## src/hdl/rd128_pkg.sv

```systemverilog
// Shared types and constants for the 128-bit restoring divider.
package rd128_pkg;

  localparam int unsigned HALF_W = 64;
  localparam int unsigned WORD_W = 2 * HALF_W;
  localparam int unsigned STEPS  = WORD_W;
  localparam int unsigned CNT_W  = $clog2(STEPS);

  typedef struct packed {
    logic [HALF_W-1:0] dividend_high;
    logic [HALF_W-1:0] dividend_low;
    logic [HALF_W-1:0] divisor_high;
    logic [HALF_W-1:0] divisor_low;
  } in_t;

  typedef struct packed {
    logic [HALF_W-1:0] quotient_high;
    logic [HALF_W-1:0] quotient_low;
    logic [HALF_W-1:0] remainder_high;
    logic [HALF_W-1:0] remainder_low;
    logic              divide_by_zero;
  } out_t;

  // Controller to datapath commands
  typedef struct packed {
    logic load;
    logic step;
  } dp_cmd_t;

endpackage

```

## src/hdl/restoring_divider_128_core.sv

```systemverilog
// A new request is taken only after the previous result; the 128-step
//   shift-subtract loop of the datapath (one quotient bit per cycle) sets the pace.
// busy is high from the accept until the result cycle ends; out_valid is a
//   one-cycle strobe and the receiver cannot stall it.
// Reset (rst_n low, synchronous) returns the sequencer to idle; data regs hold.
module restoring_divider_128_core (
  input  logic              clk,
  input  logic              rst_n,
  input  logic              start,
  output logic              busy,
  input  rd128_pkg::in_t    in_req,
  output logic              out_valid,
  output rd128_pkg::out_t   out_rsp
);

  rd128_pkg::dp_cmd_t cmd;

  // Sequencer: idle -> 128 steps -> one result cycle
  rd128_ctrl u_ctrl (
    .clk       (clk),
    .rst_n     (rst_n),
    .start     (start),
    .busy      (busy),
    .out_valid (out_valid),
    .cmd       (cmd)
  );

  // Datapath: plain long division over all 128 dividend bits. Leading zero
  // steps leave the remainder and quotient unchanged, so no alignment search
  // is needed and the result matches the aligned form bit for bit.
  rd128_dp u_dp (
    .clk     (clk),
    .cmd     (cmd),
    .in_req  (in_req),
    .out_rsp (out_rsp)
  );

`ifndef SYNTHESIS
  // An accepted request keeps the block busy in the next cycle.
  a_accept_busy: assert property (@(posedge clk) disable iff (!rst_n)
    (start && !busy) |=> busy)
    else $error("request accepted but block not busy");

  // The result strobe lasts exactly one cycle.
  a_strobe_single: assert property (@(posedge clk) disable iff (!rst_n)
    out_valid |=> !out_valid)
    else $error("result strobe longer than one cycle");

  // A result only appears while a request is in flight.
  a_valid_busy: assert property (@(posedge clk) disable iff (!rst_n)
    out_valid |-> busy)
    else $error("result strobe while idle");

  // The datapath never loads and steps in the same cycle.
  a_cmd_excl: assert property (@(posedge clk) disable iff (!rst_n)
    !(cmd.load && cmd.step))
    else $error("load and step together");
`endif

endmodule

```

## src/hdl/rd128_ctrl.sv

```systemverilog
// Sequencer for the divider: load, one step per quotient bit, result strobe.
module rd128_ctrl (
  input  logic                clk,
  input  logic                rst_n,
  input  logic                start,
  output logic                busy,
  output logic                out_valid,
  output rd128_pkg::dp_cmd_t  cmd
);

  localparam logic [1:0] ST_IDLE = 2'd0;
  localparam logic [1:0] ST_RUN  = 2'd1;
  localparam logic [1:0] ST_DONE = 2'd2;

  localparam logic [rd128_pkg::CNT_W-1:0] LAST_STEP =
    rd128_pkg::CNT_W'(rd128_pkg::STEPS - 1);

  logic [1:0]                  state_r, state_nxt;
  logic [rd128_pkg::CNT_W-1:0] cnt_r, cnt_nxt;

  always_comb begin
    state_nxt = state_r;
    cnt_nxt   = cnt_r;
    cmd.load  = 1'b0;
    cmd.step  = 1'b0;
    case (state_r)
      ST_IDLE: begin
        if (start) begin
          cmd.load  = 1'b1;
          cnt_nxt   = '0;
          state_nxt = ST_RUN;
        end
      end
      ST_RUN: begin
        cmd.step = 1'b1;
        cnt_nxt  = cnt_r + 1'b1;
        if (cnt_r == LAST_STEP) begin
          state_nxt = ST_DONE;
        end
      end
      ST_DONE: begin
        state_nxt = ST_IDLE;
      end
      default: begin
        state_nxt = ST_IDLE;
      end
    endcase
  end

  always_ff @(posedge clk) begin
    if (!rst_n) begin
      state_r <= ST_IDLE;
      cnt_r   <= '0;
    end else begin
      state_r <= state_nxt;
      cnt_r   <= cnt_nxt;
    end
  end

  assign busy      = (state_r != ST_IDLE);
  assign out_valid = (state_r == ST_DONE);

endmodule

```

## src/hdl/rd128_dp.sv

```systemverilog
// Datapath for the divider: partial remainder, quotient and divisor registers.
module rd128_dp (
  input  logic               clk,
  input  rd128_pkg::dp_cmd_t cmd,
  input  rd128_pkg::in_t     in_req,
  output rd128_pkg::out_t    out_rsp
);

  localparam int unsigned W = rd128_pkg::WORD_W;
  localparam int unsigned H = rd128_pkg::HALF_W;

  logic [W-1:0] rem_r, rem_nxt;
  logic [W-1:0] quo_r, quo_nxt;
  logic [W-1:0] den_r;
  logic         zero_r;
  logic [W:0]   trial;
  logic [W:0]   diff;
  logic         fits;

  // Shift next dividend bit into the partial remainder, try the subtract.
  assign trial = {rem_r, quo_r[W-1]};
  assign diff  = trial - {1'b0, den_r};
  assign fits  = ~diff[W];

  always_comb begin
    rem_nxt = fits ? diff[W-1:0] : trial[W-1:0];
    quo_nxt = {quo_r[W-2:0], fits};
  end

  always_ff @(posedge clk) begin
    if (cmd.load) begin
      rem_r  <= '0;
      quo_r  <= {in_req.dividend_high, in_req.dividend_low};
      den_r  <= {in_req.divisor_high, in_req.divisor_low};
      zero_r <= ({in_req.divisor_high, in_req.divisor_low} == '0);
    end else if (cmd.step) begin
      rem_r <= rem_nxt;
      quo_r <= quo_nxt;
    end
  end

  // Zero divisor: flag it and force all data fields to zero.
  always_comb begin
    out_rsp.quotient_high  = zero_r ? '0 : quo_r[W-1:H];
    out_rsp.quotient_low   = zero_r ? '0 : quo_r[H-1:0];
    out_rsp.remainder_high = zero_r ? '0 : rem_r[W-1:H];
    out_rsp.remainder_low  = zero_r ? '0 : rem_r[H-1:0];
    out_rsp.divide_by_zero = zero_r;
  end

endmodule

```

## config.mk

```make
export PLATFORM = sky130hd
export DESIGN_NAME = restoring_divider_128_core
export DESIGN_NICKNAME = d
export VERILOG_FILES = /design/src/hdl/rd128_pkg.sv /design/src/hdl/restoring_divider_128_core.sv /design/src/hdl/rd128_ctrl.sv /design/src/hdl/rd128_dp.sv
export SDC_FILE = /design/constraint.sdc
export NUM_CORES = 1
export LEC_CHECK = 0
export BUFFER_PORTS_ARGS = -buffer_cell sky130_fd_sc_hd__buf_4
export CAP_MARGIN = 40
export CORE_MARGIN = 2
export CORE_UTILIZATION = 45
export CTS_CLUSTER_SIZE = 12
export DETAILED_ROUTE_END_ITERATION = 8
export PLACE_DENSITY = 0.73
export SLEW_MARGIN = 40
export SYNTH_ARGS = -nofsm -noshare
export SYNTH_HDL_FRONTEND = slang
export SYNTH_SLANG_ARGS = --single-unit
```

## constraint.sdc

```tcl
create_clock -name clk -period 11.6 [get_ports clk]
set_input_delay 2.32 -clock clk [delete_from_list [all_inputs] [get_ports clk]]
set_output_delay 2.32 -clock clk [all_outputs]
set_load 0.02 [all_outputs]
```

==> results.txt, run 1 <==
The pin count of the biggest net entering global routing came out at 158. The floorplan step set the die height to 241 um. Counting every instance in the synthesized netlist gives 3075. The worst register-to-register path begins at u_dp.den_r[0]. The wire length of the first global-routing pass is 124000 um.

In the layout the commonest cells are sky130_fd_sc_hd__nand2_1 (609), sky130_fd_sc_hd__buf_4 (525), sky130_fd_sc_hd__a21oi_1 (288). The clock passes through at most 3 buffers. The transition time at the pin with the least slew margin came out at 0.827 ns. The worst setup path is of the flip-flop to flip-flop kind. The synthesis-to-layout area growth is 22.8%. The final weighted congestion in routability-driven placement is 0.953. The mean instance size in the synthesized netlist came out at 8.25 um^2. In the post-synthesis netlist, the biggest area contributors are sky130_fd_sc_hd__edfxtp_1 (30%), sky130_fd_sc_hd__dfxtp_1 (11%), sky130_fd_sc_hd__nand2_1 (9.0%). The starting density of the core came out at 45.3%. The total detailed-routing wirelength is 83300 um. The share of the synthesized area in the top cell type is 30.4%. The post-CTS setup buffer count is 0. The area of the core came out at 56100 um^2.

The die covers 58300 um^2. The final hold violation count came out at 0. Across the routed clock network, the largest skew measured is 0.0151 ns. The number of warnings printed during yosys synthesis came out at 0.

The routed length on met1 is 33700 um. Of all cell types, the one taking the most synthesized area is sky130_fd_sc_hd__edfxtp_1. The total standard cell area after synthesis came out at 25400 um^2. The count of antenna-violating nets left after detailed routing came out at 0. The worst register-to-register path has a depth of 18. The depth of the worst hold-timing path came out at 1. The sequential-to-total area share from yosys stat is 41.2%. The root buffer selected by CTS is sky130_fd_sc_hd__clkbuf_16. The worst hold path belongs to the class flip-flop to flip-flop.

The minimum clock period is 5.32 ns. Data on the critical path is required at its endpoint by 12.04 ns. Clock-pin slew was measured on the worst setup and hold paths at 0.06 ns. After detailed routing, the average wire length per cell comes to 19.5 um. Setup repair after global routing left no endpoint under its margin. The distinct cell type count of the synthesized netlist came out at 85. The final critical-path setup slack came out at 6.28 ns. The later pin in the worst-skew pair is clocked with a latency of 0.59 ns. Summed over all layers, the global routing overflow is 0. The count of placed standard cells in the final layout, fillers left out is 4271. The number of max-slew violations in the final report is 0.

The total of endpoints with negative setup slack in the final report came out at 0. The proportion of register bits with asynchronous set or reset after synthesis is 0%. The floorplan row count came out at 87. The number of remaining DRC errors came out at 0. The hold path startpoint is u_ctrl.cnt_r[3].

TritonCTS built the clock tree. The total of max-cap violations came out at 0. The via count of the first global-routing pass is 21800. The total power per unit cell area is 120 nW/um^2.

The routed layout has 23300 vias. The number of inserted diodes came out at 0. Among all flip-flop cells after synthesis, the most frequent one is sky130_fd_sc_hd__edfxtp_1. The initial antenna violation count is 1.

The run finished with clean final reports. The final-layout fill cell count came out at 5248. The I/O pin total came out at 518. The pre-antenna-repair detailed-routing pass consisted of 5 iterations. The fraction of layout cells with a size suffix above 1 came out at 18.4%.

The final period utilization is 45.8%. The met2 wire length is 38600 um. The data arrival time of the critical path came out at 5.76 ns.

The worst setup slack after placement is 6.16 ns. Once placement completed, the tool counted placed cells totaling 4185. During placement, the flow inserted port buffers numbering 517.

The H-tree level count is 2. Timing would allow up to 188 MHz. The summed negative setup slack over all endpoints is 0 ns. The most critical setup path has its startpoint at u_dp.den_r[0]. Across the VDD grid, the largest voltage drop is 0.132 mV. The final design utilization is 55.6%. The synthesized netlist net count is 3464.

The post-CTS resize count is 0. The global router's overall resource usage is 27.7%. The worst-path maximum fanout is 79.

The TritonCTS buffer count is 46. The detailed placement HPWL came out at 63500 um. The DRC marker count from the first detailed-route iteration is 1617. The number of clock sinks is 394. The total of hold buffers inserted after clock tree synthesis is 0.

The detail-routed via count per cell came out at 5.45. The number of flops mapped to enable cells by yosys is 257. In this run the tightest slew margin relative to its limit is 44.4%.

The worst setup path is launched from a flip-flop. At the end of the flow, the number of nets in the layout was 3866. The synthesized design contains 394 register bits. The x dimension of the die is 241 um. The leakage power is 13.7 nW. The highest metal layer carrying signal wires in the routed design is met5. The worst setup path is captured at a flip-flop. The total met3 wirelength after detailed routing is 6950 um. The library cell used most frequently in the layout, excluding fill and tap cells, is sky130_fd_sc_hd__nand2_1.
==> flip-flops by register name (all words and copies together) (netlist names) <==
register	count
u_dp.den_r	128
u_dp.quo_r	128
u_dp.rem_r	128
u_ctrl.cnt_r	7
u_ctrl.state_r	2
u_dp.zero_r	1
==> worst paths after layout <==
check,slack [ns],to
setup reg to reg,6.28,u_dp.rem_r[26]
setup / recovery,6.28,u_dp.rem_r[26]
hold / removal,0.47,u_ctrl.cnt_r[3]
hold reg to reg,0.47,u_ctrl.cnt_r[3]
==> Yosys cell counts (5+ instances only) <==
| cell | number |
|---|---|
| sky130_fd_sc_hd__a211oi_1 | 7 |
| sky130_fd_sc_hd__a21boi_0 | 6 |
| sky130_fd_sc_hd__a21o_1 | 59 |
| sky130_fd_sc_hd__a21oi_1 | 288 |
| sky130_fd_sc_hd__a22o_1 | 7 |
| sky130_fd_sc_hd__a22oi_1 | 21 |
| sky130_fd_sc_hd__a31oi_1 | 18 |
| sky130_fd_sc_hd__and2_1 | 6 |
| sky130_fd_sc_hd__and3_1 | 9 |
| sky130_fd_sc_hd__buf_2 | 40 |
| sky130_fd_sc_hd__buf_4 | 7 |
| sky130_fd_sc_hd__clkbuf_1 | 127 |
| sky130_fd_sc_hd__dfxtp_1 | 137 |
| sky130_fd_sc_hd__edfxtp_1 | 257 |
| sky130_fd_sc_hd__ha_1 | 129 |
| sky130_fd_sc_hd__inv_1 | 179 |
| sky130_fd_sc_hd__mux2i_1 | 8 |
| sky130_fd_sc_hd__nand2_1 | 610 |
| sky130_fd_sc_hd__nand2b_1 | 14 |
| sky130_fd_sc_hd__nand3_1 | 22 |
| sky130_fd_sc_hd__nand4_1 | 66 |
| sky130_fd_sc_hd__nor2_1 | 201 |
| sky130_fd_sc_hd__nor2b_1 | 264 |
| sky130_fd_sc_hd__nor3_1 | 24 |
| sky130_fd_sc_hd__nor4_1 | 40 |
| sky130_fd_sc_hd__o211ai_1 | 5 |
| sky130_fd_sc_hd__o21a_1 | 15 |
| sky130_fd_sc_hd__o21ai_0 | 98 |
| sky130_fd_sc_hd__o21ai_1 | 137 |
| sky130_fd_sc_hd__o21ai_2 | 5 |
| sky130_fd_sc_hd__o21bai_1 | 42 |
| sky130_fd_sc_hd__o31ai_1 | 7 |
| sky130_fd_sc_hd__or3_1 | 8 |
| sky130_fd_sc_hd__or4_1 | 6 |
| sky130_fd_sc_hd__xnor2_1 | 71 |
| sky130_fd_sc_hd__xor2_1 | 52 |
==> power breakdown <==
part	internal [mW]	total (mW)	switching, mW
clock network	0.845	1.46	0.615
logic	0.227	0.610	0.383
registers	1.62	1.67	0.0459
==> layout make-up <==
cell class                 count  area, um^2  area share [%]
clock buffer                  61        1240            3.97
clock inverter                25         258           0.827
inverter                     181         697            2.24
multi-input combinational   2321       13500            43.4
sequential                   394       10500            33.6
tap                          756         946            3.03
timing repair buffer         533        4030            12.9
==> critical path, cell delays in order, from the launching register on <==
cell	delay, ns
sky130_fd_sc_hd__edfxtp_1	0.38
sky130_fd_sc_hd__ha_1	0.24
sky130_fd_sc_hd__fa_1	0.40
sky130_fd_sc_hd__nand2b_1	0.18
sky130_fd_sc_hd__a21oi_1	0.17
sky130_fd_sc_hd__a211oi_2	0.12
sky130_fd_sc_hd__o311ai_1	0.41
sky130_fd_sc_hd__a21o_1	0.25
sky130_fd_sc_hd__a21boi_1	0.12
sky130_fd_sc_hd__o21a_1	0.28
sky130_fd_sc_hd__o21a_2	0.28
sky130_fd_sc_hd__o21ai_2	0.35
sky130_fd_sc_hd__a21boi_4	0.15
sky130_fd_sc_hd__o211ai_4	0.22
sky130_fd_sc_hd__buf_6	0.48
sky130_fd_sc_hd__buf_4	0.73
sky130_fd_sc_hd__nor2_1	0.12
sky130_fd_sc_hd__a21oi_1	0.16
sky130_fd_sc_hd__o21ai_1	0.08
==> per-stage QoR <==
step	cell area, um^2	power (mW)	hold slack [ns]
2_1_floorplan	25400	2.04	0.436
3_3_place_gp	29600	2.29	0.461
3_5_place_dp	29700	2.30	0.460
4_1_cts	31200	3.76	0.470
5_1_grt	31200	3.88	0.506
6_report	31200	3.74	0.470
==> metal layers <==
layer | GRT usage [%] | vias up
met5 | 0 | -
met4 | 13.4 | 2
met2 | 44.4 | 785
met3 | 7.01 | 148
met1 | 34.8 | 10900
li1 | - | 11400
==> cells by family after synthesis <==
family	share of synthesized area [%]
and+or+nand+nor	23.6
AOI/OAI and AO/OA	18.5
DFF	41.2
buffers and inverters	5.66
adders and majority gates	6.44
xor gates and xnor gates	4.25
muxes	0.360
No activity file was read; power rests on OpenSTA's default activity.
==> inputs of run 2 (changes only) <==
--- a/config.mk
+++ b/config.mk
@@ -5,6 +5,7 @@
 export SDC_FILE = /design/constraint.sdc
 export NUM_CORES = 1
 export LEC_CHECK = 0
+export ABC_AREA = 1
 export BUFFER_PORTS_ARGS = -buffer_cell sky130_fd_sc_hd__buf_4
 export CAP_MARGIN = 40
 export CORE_MARGIN = 2
==> constraint.sdc (replaced) <==
create_clock -name clk -period 4.45 [get_ports clk]
set_input_delay 0.89 -clock clk [delete_from_list [all_inputs] [get_ports clk]]
set_output_delay 0.89 -clock clk [all_outputs]
set_load 0.02 [all_outputs]
==> results.txt, run 2 <==
The mean instance size in the synthesized netlist is 5.84 um^2 (-29%). The transition time at the pin with the least slew margin came out at 0.835 ns (+0.00784 ns). The worst-path maximum fanout came out at 4 (-95%). The number of max-slew violations in the final report came out at 0 (unchanged).

The quantity of I/O buffers inserted on ports was 517 (unchanged). The register clock-pin slew on the reported worst setup and hold paths came out at 0.06 ns (about the same). The worst setup path is launched from a flip-flop. The detailed placement HPWL was 106000 um (+67%). The post-CTS setup buffer count was 0 (unchanged). The H-tree level count came out at 2 (unchanged).

The number of remaining DRC errors is 0 (unchanged). The total standard cell area after synthesis came to 32300 um^2 (+27%). In this run the worst hold path is classified as input pin to flip-flop. The global router's overall resource usage came out at 33.9% (+6.2 points). The share of synthesized cell area in and, or, nand and nor gates came out at 39.2% (+16 points). The post-CTS resize count came out at 0 (unchanged).

The x dimension of the die is 272 um (+13%). After synthesis, the cell types taking the most area are sky130_fd_sc_hd__nand2_1 (27%), sky130_fd_sc_hd__edfxtp_1 (24%), sky130_fd_sc_hd__inv_1 (16%). The remaining max-slew budget at the tightest pin is 43.8% (-0.53 points). The minimum clock period is 3.43 ns (-1.89 ns). The data arrival time of the critical path came out at 3.97 ns (-1.79 ns). The most common cell in the synthesized netlist is sky130_fd_sc_hd__nand2_1.

The final period utilization is 77.0% (+31 points). The net count reported at finish is 6389 (+65%). The fraction of layout cells with a size suffix above 1 came out at 10.7% (-7.7 points). The XOR/XNOR share of the synthesized area came out at 1.71% (-2.5 points). The proportion of register bits with asynchronous set or reset after synthesis is 0% (unchanged). The TritonCTS buffer count is 45 (-2.2%). The synthesized netlist net count came to 5922 (+71%). The number of clock sinks came to 394 (unchanged). The sequential-to-total area share from yosys stat came to 32.4% (-8.8 points). The flop-to-flop setup slack is 1.02 ns (-5.26 ns). The commonest cells after synthesis are sky130_fd_sc_hd__nand2_1 (2303), sky130_fd_sc_hd__inv_1 (1378), sky130_fd_sc_hd__nor2_1 (554). The die span in y is 272 um (+13%). In the final layout, the registers with the most flip-flops are u_dp.den_r (128), u_dp.quo_r (128), u_dp.rem_r (128).

The total detailed-routing wirelength is 128000 um (+54%). The share of the synthesized area in the top cell type is 26.8% (-3.6 points). The run finished with clean final reports.

The synthesis-to-layout area growth came out at 19.6%. The total of max-cap violations came out at 0 (unchanged). The mean routed wirelength per cell is 18.3 um (-6.2%). The DRC marker count from the first detailed-route iteration came to 3237 (+100%).

The overall die area came out at 73900 um^2 (+27%). The post-route clock skew is 0.0423 ns (+0.0272 ns). The count of antenna-violating nets left after detailed routing came out at 0 (unchanged). The synthesized design spends more area on one cell type than any other, namely sky130_fd_sc_hd__nand2_1.

The total buffers and inverters traversed by the critical path is 2 (unchanged). The total power per unit cell area came to 523 nW/um^2 (+340%). The critical path data required time came to 4.99 ns (-7.05 ns). The detail-routed via count per cell is 4.86 (-11%). The starting density of the core came out at 45.3% (+0.068 points). The pin count of the biggest net entering global routing came to 172 (+8.9%). The I/O pin total is 518 (unchanged).

The TritonCTS clock tree is built. The area of the core was 71200 um^2 (+27%). STA classifies the critical path endpoint as a flip-flop. The fraction of synthesized area in multiplexers is 0% (-0.36 points).

The arithmetic-cell share of the synthesized area counting full adders, half adders and majority gates came out at 5.06% (-1.4 points). The cell seen most often among critical-path stages is sky130_fd_sc_hd__nand2_1. The final weighted congestion in routability-driven placement came to 1.05 (+10%). The summed negative setup slack over all endpoints is 0 ns (unchanged).

The worst-case vdd ir drop came to 0.509 mV (+280%). The total of hold buffers inserted after clock tree synthesis came to 0 (unchanged). The flip-flop and latch count after synthesis is 394 (unchanged).

The number of flops mapped to enable cells by yosys was 257 (unchanged). The top cell types in the final layout, fill and taps aside, are sky130_fd_sc_hd__nand2_1 (2303), sky130_fd_sc_hd__inv_1 (1377), sky130_fd_sc_hd__nor2_1 (553). The via count of the first global-routing pass is 31800 (+46%). The number of detailed-routing iterations run before antenna repair is 5 (unchanged). On the critical path the largest part of the delay comes from simple AND/OR/NAND/NOR gates. The wire length of the first global-routing pass was 189000 um (+53%). The fmax is 292 MHz (+55%). The buffer depth of the longest clock path came out at 3 (unchanged).

The category of the critical setup timing path is flip-flop to flip-flop. The global-route congestion overflow total is 0 (unchanged). The cell sitting at the root of the clock tree is a sky130_fd_sc_hd__clkbuf_16.

Traced cell by cell, the critical path runs through inv_1 > ha_1 > nand2_1 > nor2_1 > nand2_1 > nor2_1 > inv_1 > nor3_1 > nand2_1 > nand3_1 > nand2_1 > nand2_1 > nand2_1 > nand2_1 > nand2_1 > nand2_1 > nand2_1 > nand2_1. The latest clock arrival within the worst-skew pair is 0.63 ns (+0.04 ns). The longest individual stage delay on the worst path is 0.49 ns (-0.24 ns).

The cell count after synthesis is 5533 (+80%). The total of endpoints with negative setup slack in the final report came out at 0 (unchanged). The total power is 20.2 mW (+440%).

The final hold violation count came out at 0 (unchanged). The leakage power came to 22.6 nW (+65%). The library cell used most frequently in the layout, excluding fill and tap cells, is sky130_fd_sc_hd__nand2_1. The distinct cell type count of the synthesized netlist came out at 34 (-60%).

The most used flip-flop cell after synthesis is sky130_fd_sc_hd__edfxtp_1. The number of vias after detailed routing is 34000 (+46%). The initial antenna violation count is 2 (+1).

The floorplan row count is 98 (+13%). The compound-cell area share of the yosys netlist was 3.80% (-15 points). Setup repair after global routing left no endpoint under its margin. For this design, the slowest cell found on the critical path is sky130_fd_sc_hd__ha_1. The number of warnings printed during yosys synthesis came out at 0 (unchanged). The dominant combinational cell family by area after synthesis is simple AND/OR/NAND/NOR gates.
run 2: changes by cell type after synthesis, sizes merged, moves of 190 or more:
cell | previous run | this run
a21oi | 291 | 88
inv | 180 | 1385
nand2 | 612 | 2324
nand3 | 23 | 213
nor2 | 201 | 564
nor2b | 264 | 0
run 2: kinds of logic (layout without fill, tap and decap cells):
kind of cell	after synthesis	count (layout)
adder cells (fa/ha/maj)	130	130
AO/OA/AOI/OAI	239	239
buffers and inverters	1499	2003
flip-flops	394	394
AND/OR/NAND/NOR	3208	3208
other	0	2
XOR/XNOR	63	63
run 2: metal layers:
metal	global-route usage (%)	vias up	part of all wire, %
met5	0	-	0
met4	14.1	0	4.6
li1	-	17200	-
met2	56.8	1270	46
met3	4.80	185	7.3
met1	43.8	15300	42
run 2: power by group:
| part | total, mW | leakage, nW | switching, mW | internal [mW] |
|---|---|---|---|---|
| clock | 3.89 | 0.744 | 1.66 | 2.23 |
| combinational | 11.2 | 18.2 | 7.79 | 3.37 |
| sequential | 5.13 | 3.63 | 0.492 | 4.64 |
| total | 20.2 | 22.6 | 9.94 | 10.2 |
run 2: path summary, 6_finish.rpt:
path	from	endpoint	depth (start not counted)
worst max register to register	u_dp.den_r[48]	u_dp.rem_r[115]	18
worst min-delay path	in_req[29]	u_dp.den_r[29]	1
worst min register to register	u_dp.rem_r[13]	u_dp.rem_r[13]	2
worst max-delay path	u_dp.den_r[48]	u_dp.rem_r[115]	18
run 2: through the flow:
stage	utilization [%]	area (um^2)	cells	hold WS (ns)	worst slack, ns
after detailed placement	52.1	37100	6903	0.461	1.15
after global placement	52.0	37100	6903	0.458	0.729
final	54.2	38600	6989	0.454	1.02
after CTS	54.2	38600	6987	0.433	1.16
after global routing	54.2	38600	6989	0.446	0.857
after floorplan	-	32300	5533	0.448	0.110
run 2: worst register-to-register path, cell delays in order (launching register included):
cell and delay [ns]:
sky130_fd_sc_hd__edfxtp_1 0.34, sky130_fd_sc_hd__inv_1 0.05, sky130_fd_sc_hd__ha_1 0.49, sky130_fd_sc_hd__nand2_1 0.15, sky130_fd_sc_hd__nor2_1 0.22, sky130_fd_sc_hd__nand2_1 0.18, sky130_fd_sc_hd__nor2_1 0.17, sky130_fd_sc_hd__inv_1 0.19
sky130_fd_sc_hd__nor3_1 0.28, sky130_fd_sc_hd__nand2_1 0.09, sky130_fd_sc_hd__nand3_1 0.36, sky130_fd_sc_hd__nand2_1 0.33, sky130_fd_sc_hd__nand2_1 0.14, sky130_fd_sc_hd__nand2_1 0.06, sky130_fd_sc_hd__nand2_1 0.06, sky130_fd_sc_hd__nand2_1 0.05
sky130_fd_sc_hd__nand2_1 0.07, sky130_fd_sc_hd__nand2_1 0.05, sky130_fd_sc_hd__nand2_1 0.08
run 2: final cells by class:
class	instances	area (um^2)
Inverter	1386	5220
Clock inverter	17	213
Fill cell	7497	32600
Sequential cell	394	10500
Antenna cell	2	5.00
Tap cell	950	1190
Multi-Input combinational cell	3640	16100
Timing Repair Buffer	533	4130
Clock buffer	67	1310
==> inputs of run 3 (changes only) <==
--- a/config.mk
+++ b/config.mk
@@ -12,7 +12,7 @@
 export CORE_UTILIZATION = 45
 export CTS_CLUSTER_SIZE = 12
 export DETAILED_ROUTE_END_ITERATION = 8
-export PLACE_DENSITY = 0.73
+export PLACE_DENSITY = 0.71
 export SLEW_MARGIN = 40
 export SYNTH_ARGS = -nofsm -noshare
 export SYNTH_HDL_FRONTEND = slang
==> constraint.sdc (replaced) <==
create_clock -name clk -period 3.45 [get_ports clk]
set_input_delay 0.69 -clock clk [delete_from_list [all_inputs] [get_ports clk]]
set_output_delay 0.69 -clock clk [all_outputs]
set_load 0.02 [all_outputs]
==> results.txt, run 3 (synthesis results as in run 2) <==
The run finished with clean final reports. The total power per unit cell area came out at 696 nW/um^2 (+33%). The final weighted congestion in routability-driven placement came out at 1.04 (-0.79%). The die span in y is 272 um (unchanged). The data arrival time of the critical path came out at 3.76 ns (-0.21 ns). The depth of the worst hold-timing path came out at 1 (unchanged). The starting density of the core came to 45.3% (unchanged).

The initial antenna violation count came out at 0 (-2). The final critical-path setup slack is 0.210 ns (-0.812 ns). The detail-routed via count per cell is 4.90 (+0.75%). The library cell used most frequently in the layout, excluding fill and tap cells, is sky130_fd_sc_hd__nand2_1.

The count of antenna-violating nets left after detailed routing is 0 (unchanged). The TritonCTS clock tree is built. The I/O pin total came out at 518 (unchanged). The final hold violation count came to 0 (unchanged). The global-route congestion overflow total came to 0 (unchanged).

The mean routed wirelength per cell is 19.2 um (+4.7%). The detailed placement HPWL is 110000 um (+3.7%). The path with the worst hold slack has its endpoint at u_dp.den_r[108]. The number of vias after detailed routing came out at 34500 (+1.5%). The path type of the worst min-delay path is input pin to flip-flop. The tree is rooted in a sky130_fd_sc_hd__clkbuf_16. The area of the core is 71200 um^2 (unchanged). The global router's overall resource usage is 35.3% (+1.4 points). The top cell types in the final layout, fill and taps aside, are sky130_fd_sc_hd__nand2_1 (2301), sky130_fd_sc_hd__inv_1 (1377), sky130_fd_sc_hd__buf_4 (561).

The synthesis-to-layout area growth came out at 21.3%. The worst-case vdd ir drop is 0.680 mV (+33%). The number of remaining DRC errors came out at 0 (unchanged).

The DRC marker count from the first detailed-route iteration came out at 3200 (-1.1%). The flop-to-flop setup slack is 0.21 ns (-0.81 ns). The leakage power is 23.0 nW (+1.6%). The register clock-pin slew on the reported worst setup and hold paths was 0.07 ns (about the same). The number of clock sinks is 394 (unchanged). The net count reported at finish came out at 6438 (+0.77%). The total power came to 27.3 mW (+35%). The endpoint of the most critical register-to-register path is u_dp.rem_r[96]. The number of detailed-routing iterations run before antenna repair is 7 (+2). The x dimension of the die came out at 272 um (unchanged).

The buffer depth of the longest clock path came out at 3 (unchanged). The minimum clock period was 3.24 ns (-0.188 ns). The pin count of the biggest net entering global routing came out at 141 (-18%). The largest registers in the layout are u_dp.den_r (128), u_dp.quo_r (128), u_dp.rem_r (128).

The number of max-slew violations in the final report came to 0 (unchanged). The total of endpoints with negative setup slack in the final report is 0 (unchanged). The count of cells along the worst register-to-register path was 17 (-1). The final period utilization is 93.9% (+17 points). The remaining max-slew budget at the tightest pin came out at 45.7% (+1.9 points). The worst-path maximum fanout is 11 (+7). The floorplan row count came out at 98 (unchanged).

The fmax is 309 MHz (+5.8%). The final design utilization came out at 55.0% (+0.80 points). The total detailed-routing wirelength came out at 135000 um (+5.5%). The latest clock arrival within the worst-skew pair came out at 0.64 ns (about the same). The quantity of I/O buffers inserted on ports came out at 517 (unchanged). By startpoint and endpoint, the worst setup path is classified as flip-flop to flip-flop.

The sort of element at the start of the critical path is a flip-flop. The startpoint identified for the worst register-to-register timing path is u_dp.den_r[76]. The worst setup slack after placement came to 0.184 ns (-0.967 ns). The transition time at the pin with the least slew margin is 0.814 ns (-0.0207 ns). The worst hold margin is 0.233 ns (-0.222 ns).

The post-CTS setup buffer count came to 0 (unchanged). The wire length of the first global-routing pass is 197000 um (+4.1%). The overall die area is 73900 um^2 (unchanged). The worst setup path is captured at a flip-flop.

The number of inserted diodes came out at 0 (-2). The post-route clock skew was 0.0371 ns (-0.00519 ns). The total of max-cap violations is 0 (unchanged). The post-CTS resize count came out at 0 (unchanged). The via count of the first global-routing pass is 32500 (+2.0%). The total of hold buffers inserted after clock tree synthesis came out at 0 (unchanged). The TritonCTS buffer count came to 47 (+4.4%). In this run the most critical hold path is launched from in_req[108]. The fraction of layout cells with a size suffix above 1 is 11.5% (+0.78 points). The H-tree level count came to 2 (unchanged). The critical path data required time is 3.97 ns (-1.02 ns).
run 3: cell count changes in the layout (fill, tap and decap cells not counted), sizes merged:
cell	delta
clkinv	+7
diode	-2
buf	+42
nand2	+1
inv	-2
clkinvlp	+3
run 3: final cells by class:
type / instances / area, um^2
clock inverters: 25 / 260
inverters: 1386 / 5220
repair buffers: 579 / 4600
well taps: 950 / 1190
clock buffers: 63 / 1320
multi-input cells: 3641 / 16100
fillers: 7454 / 32100
flip-flops and latches: 394 / 10500
run 3: how the worst max path moves through the flow:
stage / start / cells after the start / endpoint / slack (ns)
after CTS: u_dp.den_r[0] / 21 / u_dp.rem_r[71] / 0.18
after global routing: u_dp.den_r[0] / 21 / u_dp.rem_r[70] / -0.005
after detailed placement: u_dp.den_r[0] / 22 / u_dp.rem_r[98] / 0.18
after global placement: u_dp.den_r[0] / 22 / u_dp.rem_r[98] / 0.21
final: u_dp.den_r[76] / 17 / u_dp.rem_r[96] / 0.21
after floorplan: start / 5 / u_dp.quo_r[0] / 0.004
run 3: per-stage QoR:
| stage | cells | area [um^2] | setup TNS [ns] |
|---|---|---|---|
| 3_3_place_gp | 6943 | 37400 | 0 |
| 5_1_grt | 7038 | 39200 | -0.00540 |
| 2_1_floorplan | 5533 | 32300 | 0 |
| 3_5_place_dp | 6943 | 37400 | 0 |
| 4_1_cts | 7031 | 39000 | 0 |
| 6_report | 7038 | 39200 | 0 |
run 3: worst max-delay path: stages (launching register included):
cell                       delay, ns
sky130_fd_sc_hd__edfxtp_1       0.32
sky130_fd_sc_hd__inv_1          0.05
sky130_fd_sc_hd__ha_1           0.38
sky130_fd_sc_hd__nand2_1        0.21
sky130_fd_sc_hd__nor2_1         0.13
sky130_fd_sc_hd__nand2_1        0.19
sky130_fd_sc_hd__inv_1          0.06
sky130_fd_sc_hd__nand2_1        0.08
sky130_fd_sc_hd__nand2_1        0.19
sky130_fd_sc_hd__nand2_1        0.12
sky130_fd_sc_hd__nand2_1        0.08
sky130_fd_sc_hd__a21oi_1        0.28
sky130_fd_sc_hd__nand3_2        0.31
sky130_fd_sc_hd__nand2_8        0.26
sky130_fd_sc_hd__buf_6          0.23
sky130_fd_sc_hd__nand2_1        0.10
sky130_fd_sc_hd__nand3_1        0.08
sky130_fd_sc_hd__nand2_1        0.05
run 3: per-layer routing:
layer	vias to the layer above	track usage, %	wire length [um]
met3	185	5.07	10300
met2	1347	58.8	61700
met1	15600	46.7	57700
li1	17300	-	-
met5	-	0	0
met4	0	12.2	5180
run 3: report_power, final:
part	switching, mW	leakage, nW	internal [mW]	total, mW
Clock	2.24	0.770	2.94	5.18
Combinational	10.6	18.6	4.85	15.5
Sequential	0.646	3.63	5.98	6.63
